==> config.mk <==
export PLATFORM = sky130hd
export DESIGN_NAME = geometry_string_parser_flat
export DESIGN_NICKNAME = d
export VERILOG_FILES = /design/src/rtl/gsp_pkg.sv /design/src/rtl/gsp_req_if.sv /design/src/rtl/gsp_rsp_if.sv /design/src/rtl/gsp_char_step.sv /design/src/rtl/geometry_string_parser.sv /design/src/flat_wrapper.sv
export SDC_FILE = /design/constraint.sdc
export NUM_CORES = 1
export LEC_CHECK = 0
export ABC_CLOCK_PERIOD_IN_PS = 4500
export CORE_ASPECT_RATIO = 1.1
export CORE_MARGIN = 2
export CORE_UTILIZATION = 58
export DETAILED_ROUTE_END_ITERATION = 10
export DONT_BUFFER_PORTS = 1
export GPL_TIMING_DRIVEN = 0
export HOLD_SLACK_MARGIN = 0.1
export PLACE_DENSITY = 0.79
export SYNTH_ARGS = -nofsm -noshare
export SYNTH_HDL_FRONTEND = slang
export SYNTH_SLANG_ARGS = --single-unit
==> constraint.sdc <==
create_clock -name clock -period 4.5 [get_ports clock]
set_input_delay 0.225 -clock clock [delete_from_list [all_inputs] [get_ports clock]]
set_output_delay 0.225 -clock clock [all_outputs]
set_load 0.01 [all_outputs]
==> src/rtl/gsp_pkg.sv <==
// shared types, character codes and the saturating decimal accumulate for the geometry parser
package gsp_pkg;

   // width of the decimal accumulators, results saturate at 2^VALUE_BITS - 1
   localparam int VALUE_BITS = 16;
   localparam int OUT_BITS   = 17;
   localparam int CH_BITS    = 8;

   localparam logic [VALUE_BITS-1:0] VALUE_LIMIT = '1;

   localparam logic [CH_BITS-1:0] CH_X     = 8'h78;
   localparam logic [CH_BITS-1:0] CH_PLUS  = 8'h2b;
   localparam logic [CH_BITS-1:0] CH_MINUS = 8'h2d;
   localparam logic [CH_BITS-1:0] CH_EQUAL = 8'h3d;
   localparam logic [CH_BITS-1:0] CH_ZERO  = 8'h30;
   localparam logic [CH_BITS-1:0] CH_NINE  = 8'h39;

   typedef enum logic [6:0] {
      PH_START       = 7'b000_0001,
      PH_SIZE_W      = 7'b000_0010,
      PH_SIZE_H      = 7'b000_0100,
      PH_POS_X_FIRST = 7'b000_1000,
      PH_POS_X       = 7'b001_0000,
      PH_POS_Y_FIRST = 7'b010_0000,
      PH_POS_Y       = 7'b100_0000
   } phase_type;

   typedef struct packed {
      phase_type             phase;
      logic                  failed;
      logic [VALUE_BITS-1:0] width_acc;
      logic [VALUE_BITS-1:0] height_acc;
      logic [VALUE_BITS-1:0] x_acc;
      logic [VALUE_BITS-1:0] y_acc;
      logic                  x_negative;
      logic                  y_negative;
      logic                  size_seen;
      logic                  position_seen;
   } parse_state_type;

   localparam parse_state_type STATE_RESET = '{
      phase:         PH_START,
      failed:        1'b0,
      width_acc:     '0,
      height_acc:    '0,
      x_acc:         '0,
      y_acc:         '0,
      x_negative:    1'b0,
      y_negative:    1'b0,
      size_seen:     1'b0,
      position_seen: 1'b0
   };

   function automatic logic is_digit(input logic [CH_BITS-1:0] c);
      return (c >= CH_ZERO) && (c <= CH_NINE);
   endfunction

   function automatic logic is_sign(input logic [CH_BITS-1:0] c);
      return (c == CH_PLUS) || (c == CH_MINUS);
   endfunction

   // acc * 10 + digit as two shifts and adds, clipped at the limit
   function automatic logic [VALUE_BITS-1:0] acc_digit(input logic [VALUE_BITS-1:0] acc,
                                                       input logic [CH_BITS-1:0]    c);
      logic [CH_BITS-1:0]    d;
      logic [VALUE_BITS+4:0] wide;
      logic [VALUE_BITS+4:0] sum;
      d    = c - CH_ZERO;
      wide = {5'b0, acc};
      sum  = (wide << 3) + (wide << 1) + {{(VALUE_BITS + 1){1'b0}}, d[3:0]};
      if (sum > {5'b0, VALUE_LIMIT}) begin
         return VALUE_LIMIT;
      end
      return sum[VALUE_BITS-1:0];
   endfunction

endpackage

==> src/rtl/gsp_req_if.sv <==
// character item channel into the geometry parser
interface gsp_req_if import gsp_pkg::*; ();
   logic               valid;
   logic               ready;
   logic [CH_BITS-1:0] ch;
   logic               end_of_string;

   modport source (output valid, output ch, output end_of_string, input ready);
   modport sink   (input valid, input ch, input end_of_string, output ready);
endinterface

==> src/rtl/gsp_rsp_if.sv <==
// result item channel out of the geometry parser
interface gsp_rsp_if import gsp_pkg::*; ();
   logic                       valid;
   logic                       ready;
   logic                       ok;
   logic signed [OUT_BITS-1:0] width;
   logic signed [OUT_BITS-1:0] height;
   logic signed [OUT_BITS-1:0] x_pos;
   logic signed [OUT_BITS-1:0] y_pos;
   logic                       has_size;
   logic                       has_position;

   modport source (output valid, output ok, output width, output height, output x_pos,
                   output y_pos, output has_size, output has_position, input ready);
   modport sink   (input valid, input ok, input width, input height, input x_pos,
                   input y_pos, input has_size, input has_position, output ready);
endinterface

==> src/rtl/gsp_char_step.sv <==
// next parse state for one character of the geometry string
module gsp_char_step import gsp_pkg::*; (
   input  parse_state_type    cur,
   input  logic [CH_BITS-1:0] ch,
   output parse_state_type    nxt
);

   logic                  digit;
   logic                  sign;
   logic [VALUE_BITS-1:0] acc_sel;
   logic [VALUE_BITS-1:0] acc_new;

   assign digit = is_digit(ch);
   assign sign  = is_sign(ch);

   // only one accumulator moves per character, so one shared times-ten unit
   always_comb begin
      unique case (cur.phase)
         PH_START, PH_SIZE_W:           acc_sel = cur.width_acc;
         PH_SIZE_H:                     acc_sel = cur.height_acc;
         PH_POS_X_FIRST, PH_POS_X:      acc_sel = cur.x_acc;
         PH_POS_Y_FIRST, PH_POS_Y:      acc_sel = cur.y_acc;
         default:                       acc_sel = cur.width_acc;
      endcase
   end

   assign acc_new = acc_digit(acc_sel, ch);

   always_comb begin
      nxt = cur;
      unique case (cur.phase)
         PH_START: begin
            if (sign) begin
               nxt.x_negative    = (ch == CH_MINUS);
               nxt.position_seen = 1'b1;
               nxt.phase         = PH_POS_X_FIRST;
            end else if (ch == CH_EQUAL) begin
               nxt.phase = PH_SIZE_W;
            end else if (digit) begin
               nxt.width_acc = acc_new;
               nxt.phase     = PH_SIZE_W;
            end else if (ch == CH_X) begin
               nxt.size_seen = 1'b1;
               nxt.phase     = PH_SIZE_H;
            end else begin
               nxt.failed = 1'b1;
            end
         end
         PH_SIZE_W: begin
            if (digit) begin
               nxt.width_acc = acc_new;
            end else if (ch == CH_X) begin
               nxt.size_seen = 1'b1;
               nxt.phase     = PH_SIZE_H;
            end else begin
               nxt.failed = 1'b1;
            end
         end
         PH_SIZE_H: begin
            if (digit) begin
               nxt.height_acc = acc_new;
            end else if (sign) begin
               nxt.x_negative    = (ch == CH_MINUS);
               nxt.position_seen = 1'b1;
               nxt.phase         = PH_POS_X_FIRST;
            end else begin
               nxt.failed = 1'b1;
            end
         end
         PH_POS_X_FIRST, PH_POS_X: begin
            if (digit) begin
               nxt.x_acc = acc_new;
               nxt.phase = PH_POS_X;
            end else if ((cur.phase == PH_POS_X) && sign) begin
               nxt.y_negative = (ch == CH_MINUS);
               nxt.phase      = PH_POS_Y_FIRST;
            end else begin
               nxt.failed = 1'b1;
            end
         end
         PH_POS_Y_FIRST, PH_POS_Y: begin
            if (digit) begin
               nxt.y_acc = acc_new;
               nxt.phase = PH_POS_Y;
            end else begin
               nxt.failed = 1'b1;
            end
         end
         default: begin
            nxt.failed = 1'b1;
         end
      endcase
   end

endmodule

==> src/rtl/geometry_string_parser.sv <==
// geometry string parser: an accepted end item passes through the input register into the result
// register; throughput one item per cycle; the input register advances unless an end item
// meets a result register that is still full and not being taken
// a character updates the parse state in the cycle after its acceptance; the end item
// loads the result register and returns the parse state to the start of a string
// synchronous active-high reset empties both registers and clears the parse state
module geometry_string_parser import gsp_pkg::*; (
   input logic    clock,
   input logic    reset,
   gsp_req_if.sink   req_chan,
   gsp_rsp_if.source rsp_chan
);

   // input register
   logic               in_valid_ff, in_valid_in;
   logic [CH_BITS-1:0] in_ch_ff, in_ch_in;
   logic               in_end_ff, in_end_in;

   // parse state
   parse_state_type state_ff, state_in;
   parse_state_type state_step;

   // result register
   logic                       out_valid_ff, out_valid_in;
   logic                       out_ok_ff, out_ok_in;
   logic signed [OUT_BITS-1:0] out_width_ff, out_width_in;
   logic signed [OUT_BITS-1:0] out_height_ff, out_height_in;
   logic signed [OUT_BITS-1:0] out_x_ff, out_x_in;
   logic signed [OUT_BITS-1:0] out_y_ff, out_y_in;
   logic                       out_has_size_ff, out_has_size_in;
   logic                       out_has_pos_ff, out_has_pos_in;

   logic                advance;
   logic                req_take;
   logic                parse_ok;
   logic [OUT_BITS-1:0] x_mag;
   logic [OUT_BITS-1:0] y_mag;
   logic                x_is_minus_one;
   logic                y_is_minus_one;

   // a character item always moves on; an end item needs room in the result register
   assign advance  = in_valid_ff && (!in_end_ff || !out_valid_ff || rsp_chan.ready);
   assign req_chan.ready = !in_valid_ff || advance;
   assign req_take = req_chan.valid && req_chan.ready;

   always_comb begin
      in_ch_in  = in_ch_ff;
      in_end_in = in_end_ff;
      if (req_take) begin
         in_valid_in = 1'b1;
         in_ch_in    = req_chan.ch;
         in_end_in   = req_chan.end_of_string;
      end else if (advance) begin
         in_valid_in = 1'b0;
      end else begin
         in_valid_in = in_valid_ff;
      end
   end

   gsp_char_step u_step (
      .cur (state_ff),
      .ch  (in_ch_ff),
      .nxt (state_step)
   );

   // characters after a failure leave the state alone until the end item
   always_comb begin
      state_in = state_ff;
      if (advance) begin
         if (in_end_ff) begin
            state_in = STATE_RESET;
         end else if (!state_ff.failed) begin
            state_in = state_step;
         end
      end
   end

   // result of the string that the end item closes
   assign parse_ok = !state_ff.failed &&
                     ((state_ff.phase == PH_SIZE_H) || (state_ff.phase == PH_POS_Y));

   assign x_mag = OUT_BITS'(state_ff.x_acc);
   assign y_mag = OUT_BITS'(state_ff.y_acc);

   // an offset of exactly minus one still parses but does not count as a position
   assign x_is_minus_one = state_ff.x_negative && (state_ff.x_acc == VALUE_BITS'(1));
   assign y_is_minus_one = state_ff.y_negative && (state_ff.y_acc == VALUE_BITS'(1));

   always_comb begin
      out_ok_in       = out_ok_ff;
      out_width_in    = out_width_ff;
      out_height_in   = out_height_ff;
      out_x_in        = out_x_ff;
      out_y_in        = out_y_ff;
      out_has_size_in = out_has_size_ff;
      out_has_pos_in  = out_has_pos_ff;
      if (advance && in_end_ff) begin
         out_valid_in    = 1'b1;
         out_ok_in       = parse_ok;
         out_width_in    = '1;
         out_height_in   = '1;
         out_x_in        = '1;
         out_y_in        = '1;
         out_has_size_in = parse_ok && state_ff.size_seen;
         out_has_pos_in  = parse_ok && state_ff.position_seen &&
                           !x_is_minus_one && !y_is_minus_one;
         if (parse_ok && state_ff.size_seen) begin
            out_width_in  = OUT_BITS'(state_ff.width_acc);
            out_height_in = OUT_BITS'(state_ff.height_acc);
         end
         if (parse_ok && state_ff.position_seen) begin
            out_x_in = state_ff.x_negative ? -x_mag : x_mag;
            out_y_in = state_ff.y_negative ? -y_mag : y_mag;
         end
      end else if (rsp_chan.ready) begin
         out_valid_in = 1'b0;
      end else begin
         out_valid_in = out_valid_ff;
      end
   end

   // control registers
   always_ff @(posedge clock) begin
      if (reset) begin
         in_valid_ff  <= 1'b0;
         out_valid_ff <= 1'b0;
         state_ff     <= STATE_RESET;
      end else begin
         in_valid_ff  <= in_valid_in;
         out_valid_ff <= out_valid_in;
         state_ff     <= state_in;
      end
   end

   // payload registers
   always_ff @(posedge clock) begin
      in_ch_ff        <= in_ch_in;
      in_end_ff       <= in_end_in;
      out_ok_ff       <= out_ok_in;
      out_width_ff    <= out_width_in;
      out_height_ff   <= out_height_in;
      out_x_ff        <= out_x_in;
      out_y_ff        <= out_y_in;
      out_has_size_ff <= out_has_size_in;
      out_has_pos_ff  <= out_has_pos_in;
   end

   assign rsp_chan.valid        = out_valid_ff;
   assign rsp_chan.ok           = out_ok_ff;
   assign rsp_chan.width        = out_width_ff;
   assign rsp_chan.height       = out_height_ff;
   assign rsp_chan.x_pos        = out_x_ff;
   assign rsp_chan.y_pos        = out_y_ff;
   assign rsp_chan.has_size     = out_has_size_ff;
   assign rsp_chan.has_position = out_has_pos_ff;

endmodule

==> src/flat_wrapper.sv <==
// flat-port wrapper written by rule: the top's interface ports become plain ports
module geometry_string_parser_flat import gsp_pkg::*;
  (clock, reset, req_chan_valid, req_chan_ch, req_chan_end_of_string, req_chan_ready, rsp_chan_valid, rsp_chan_ok, rsp_chan_width, rsp_chan_height, rsp_chan_x_pos, rsp_chan_y_pos, rsp_chan_has_size, rsp_chan_has_position, rsp_chan_ready);
  gsp_req_if req_chan_i ();
  gsp_rsp_if rsp_chan_i ();
  input logic clock;
  input logic reset;
  input wire logic [$bits(req_chan_i.valid)-1:0] req_chan_valid;
  input wire logic [$bits(req_chan_i.ch)-1:0] req_chan_ch;
  input wire logic [$bits(req_chan_i.end_of_string)-1:0] req_chan_end_of_string;
  output wire logic [$bits(req_chan_i.ready)-1:0] req_chan_ready;
  output wire logic [$bits(rsp_chan_i.valid)-1:0] rsp_chan_valid;
  output wire logic [$bits(rsp_chan_i.ok)-1:0] rsp_chan_ok;
  output wire logic [$bits(rsp_chan_i.width)-1:0] rsp_chan_width;
  output wire logic [$bits(rsp_chan_i.height)-1:0] rsp_chan_height;
  output wire logic [$bits(rsp_chan_i.x_pos)-1:0] rsp_chan_x_pos;
  output wire logic [$bits(rsp_chan_i.y_pos)-1:0] rsp_chan_y_pos;
  output wire logic [$bits(rsp_chan_i.has_size)-1:0] rsp_chan_has_size;
  output wire logic [$bits(rsp_chan_i.has_position)-1:0] rsp_chan_has_position;
  input wire logic [$bits(rsp_chan_i.ready)-1:0] rsp_chan_ready;
  assign req_chan_i.valid = req_chan_valid;
  assign req_chan_i.ch = req_chan_ch;
  assign req_chan_i.end_of_string = req_chan_end_of_string;
  assign req_chan_ready = req_chan_i.ready;
  assign rsp_chan_valid = rsp_chan_i.valid;
  assign rsp_chan_ok = rsp_chan_i.ok;
  assign rsp_chan_width = rsp_chan_i.width;
  assign rsp_chan_height = rsp_chan_i.height;
  assign rsp_chan_x_pos = rsp_chan_i.x_pos;
  assign rsp_chan_y_pos = rsp_chan_i.y_pos;
  assign rsp_chan_has_size = rsp_chan_i.has_size;
  assign rsp_chan_has_position = rsp_chan_i.has_position;
  assign rsp_chan_i.ready = rsp_chan_ready;
  geometry_string_parser u_core (.clock(clock), .reset(reset), .req_chan(req_chan_i), .rsp_chan(rsp_chan_i));
endmodule
==> metrics <==
Design Area, Final just over 10,000 µm²; TritonRoute pass-1 iters 7; CTS buffer count 17; initial antenna violation count 0; data arrival time of the critical path around 5 ns; WHS around 0.26 ns; Final Skew 0.00867 ns; drt via density approximately 6.7; Clock Sinks about 160; Synth Area in Compound Gates between 20 and 25%; Worst-Skew Late Latency between 0.4 and 0.5 ns; crit-path max FO 8; I/O Buffers 0; critical path class register to register; #FFs+latches synth approximately 160; endpoints failing hold 0; Final Net Count 961; dpl ws -1.61 ns; Iter 0 DRT Violations roughly 1,000; hold crit path type input port to register; Die Height roughly 130 µm; mux cell area share after synthesis less than 1%; maximum VDD drop about 0.22 mV; status complete, but fails checks; Syn Nets 890; RSZ-0062 raised after global routing yes; Max Slew Vio Count 0; Mapped Avg Cell Area a little under 10 µm²; # DRC 0; critical path endpoint category register; final core occ 72.4%; fmax between 200 and 250 MHz; Synth cell types just under 70; DR WL/cell roughly 23 µm; Synth Instances 840; cell chain of the critical path xor2_2 -> and3_4 -> buf_8 -> a222oi_1 -> nand2_1 -> fa_2 -> ha_4 -> a211o_1 -> a21oi_2 -> a21oi_4 -> a2111oi_4 -> o22ai_4 -> o41a_1 -> buf_4 -> a221o_1; die width ~120 µm; Max-slew headroom 20.1%; crit-path max cell delay slightly above 0.6 ns; non-filler cells, final about 1,100; PD cells ~310 nW/µm²; Area after DPL roughly 8600 µm²; placed insts about 1,000; Setup WS post-layout -0.172 ns; clock tree buffer depth 2; leakage power total between 3 and 4 nW; Least-Margin Pin Slew 1.19 ns; total gr overflow 0; post-route ant nets 0; layout cell share with drive strength beyond 1 20.1%; number of flops mapped to enable cells by yosys 79; n_diodes 0; HPWL Detailed around 17,000 µm; Synth-to-Final Area Change 21.3%; global-route wire length before repair 38,100 µm; Clock Tree Root clkbuf_16; Final min period about 4.7 ns; met2 usage 54.7%; register area ~4000 µm²; WL final between 20,000 and 30,000 µm; Fin Setup TNS -5.05 ns; Max Cap Viol 0; vias about 7,400; top_reg_cell synth edfxtp_1; largest net degree at the start of global routing between 40 and 50; Critical-path top delay cell fa_2; Worst setup SP type register; Crit Reg-Reg Startpoint u_core.state_ff[73]; Post-Syn Area between 8000 and 9000 µm²; GR Layer Usage met3 under 10%; Hold Startpoint reset; Worst Setup SP u_core.state_ff[73]; WP data required 4.81 ns; vias in the first global route between 6,000 and 7,000; GR peak layer met2; Core ar. about 14,000 µm²; row cnt 45; Async S/R FF share, synth 0%; XOR/XNOR share of the synthesized area 4.22%; period utilisation layout 104%; final setup vio count between 50 and 60; simple-gate share of the synthesized area 15.8%; met1 GRT Util roughly 40%; Fillers 1,037; register area share after synthesis between 40% and 50%; # IOs 86; largest family of logic cells by synthesized area compound AO/OA/AOI/OAI gates; yosys warns 0; clock transition at the registers of the reported paths roughly 0.06 ns; gr usage total 32.0%; CTS tree built; Total Power ~3.2 mW; die area 15,300 µm²; initial core utilization between 50% and 60%; multi-input combinational cell area around 4400 µm²; Synth Area in Adders 5.76%; GPL Wtd Cong 0.964; CTS H-tree depth 4; failing checks negative setup slack
[registers in the layout (all words and copies together), names as in the netlist]
name                          flops
u_core.in_ch_ff                   8
u_core.in_end_ff                  1
u_core.in_valid_ff                1
u_core.rsp_chan.has_position      1
u_core.rsp_chan.has_size          1
u_core.rsp_chan.height           16
u_core.rsp_chan.ok                1
u_core.rsp_chan.valid             1
u_core.rsp_chan.width            17
u_core.rsp_chan.x_pos            17
u_core.rsp_chan.y_pos            17
u_core.state_ff                  76
[worst max-delay path, delay by kind of cell (launching register included)]
family	cells	cell delay, ns
flip-flops	1	0.37
XOR/XNOR	1	0.18
AND/OR/NAND/NOR	2	0.39
AO/OA/AOI/OAI	8	2.49
adder cells (fa/ha/maj)	2	0.83
buffers and inverters	2	0.30
[logic make-up after synthesis]
| group | Yosys count |
|---|---|
| flops | 157 |
| buf+inv | 81 |
| xor+xnor | 40 |
| fa+ha+maj | 37 |
| mux | 4 |
| simple gates | 254 |
| compound gates | 267 |
[area by class of cell]
type                            count  area share (%)
Clock inverter                     10            1.14
Inverter                           27            1.01
Buffer                             49            2.89
Clock buffer                       22            4.51
Multi-Input combinational cell    602            43.5
Sequential cell                   157            39.2
Tap cell                          188            2.34
Timing Repair Buffer               57            5.42
[routing by layer]
layer	share of wire, %	vias to the layer above
met5	0	-
met4	3.7	0
met3	8.5	79
met2	49	487
met1	39	3553
li1	-	3319
[report_power, final]
| part | internal, mW | switching [mW] |
|---|---|---|
| Clock | 0.831 | 0.567 |
| Sequential | 1.52 | 0.0327 |
| Combinational | 0.0756 | 0.133 |
| Total | 2.43 | 0.732 |
[path summary, 6_finish.rpt]
check,end,slack [ns],cells after the start
setup / recovery,u_core.state_ff[64],-0.17,15
hold / removal,u_core.state_ff[44],0.26,4
setup reg to reg,u_core.state_ff[64],-0.17,15
hold reg to reg,u_core.state_ff[1],0.47,1
[layout by cell type (no fill, tap or decap), types with 6 or more instances in the layout]
cell	n
a31oi_1	35
edfxtp_1	79
and2_1	8
a211o_1	10
a21oi_1	31
o32ai_2	9
buf_6	14
inv_1	26
buf_4	33
clkbuf_16	19
o31ai_1	9
ha_1	31
o21a_1	6
o211ai_1	6
clkbuf_1	32
dlygate4sd3_1	11
o21ai_0	68
nand2b_1	9
a21o_1	7
nor3_1	13
dfxtp_1	71
a222oi_1	15
xnor2_1	13
nor2_1	37
xor2_1	25
and3_1	11
nand2_1	93
or2_2	27
nand3_1	12
nor4_1	7
[Yosys cell counts, types with 3 or more instances]
| cell | n | share of area, % |
|---|---|---|
| nand3b_1 | 3 | 0.27 |
| a21oi_1 | 34 | 2.0 |
| clkbuf_1 | 34 | 1.5 |
| ha_1 | 35 | 5.3 |
| o32ai_1 | 12 | 1.3 |
| or2_2 | 27 | 2.0 |
| o21ai_1 | 6 | 0.36 |
| a21o_1 | 8 | 0.72 |
| o21a_1 | 6 | 0.54 |
| o22ai_1 | 3 | 0.23 |
| and3_1 | 12 | 0.90 |
| o41ai_1 | 5 | 0.53 |
| nor3_1 | 14 | 0.84 |
| o21ai_0 | 70 | 4.2 |
| nand2b_1 | 9 | 0.68 |
| a31oi_1 | 40 | 3.0 |
| buf_2 | 16 | 0.96 |
| a211oi_1 | 5 | 0.45 |
| xor2_1 | 26 | 2.7 |
| nand3_1 | 12 | 0.72 |
| nor4b_2 | 3 | 0.54 |
| xnor2_1 | 14 | 1.5 |
| o31ai_1 | 9 | 0.81 |
| a41oi_1 | 3 | 0.32 |
| nor4_1 | 7 | 0.53 |
| o211ai_1 | 6 | 0.54 |
| or4_1 | 6 | 0.54 |
| a221o_1 | 5 | 0.60 |
| dfxtp_1 | 78 | 19 |
| nor2_1 | 39 | 1.8 |
| mux2i_1 | 3 | 0.36 |
| inv_1 | 27 | 1.2 |
| o211a_1 | 5 | 0.60 |
| nor4bb_1 | 4 | 0.48 |
| nand2_1 | 93 | 4.2 |
| nor2b_1 | 5 | 0.38 |
| nand4_1 | 4 | 0.30 |
| nor4b_1 | 4 | 0.42 |
| a211o_1 | 10 | 1.1 |
| and2_1 | 8 | 0.60 |
| edfxtp_1 | 79 | 29 |
| a222oi_1 | 15 | 1.8 |
[what timing repair did]
item / 4_1_cts / 5_1_grt
buffers inserted: 25 / 18
gates cloned: 2 / 2
hold buffers: 11 / 0
resized for setup: 53 / 47
endpoints found under the setup margin: 64 / 64
pin swaps: 30 / 32
hold endpoints to repair: 11 / 0
No activity file was read; power rests on OpenSTA's default activity.
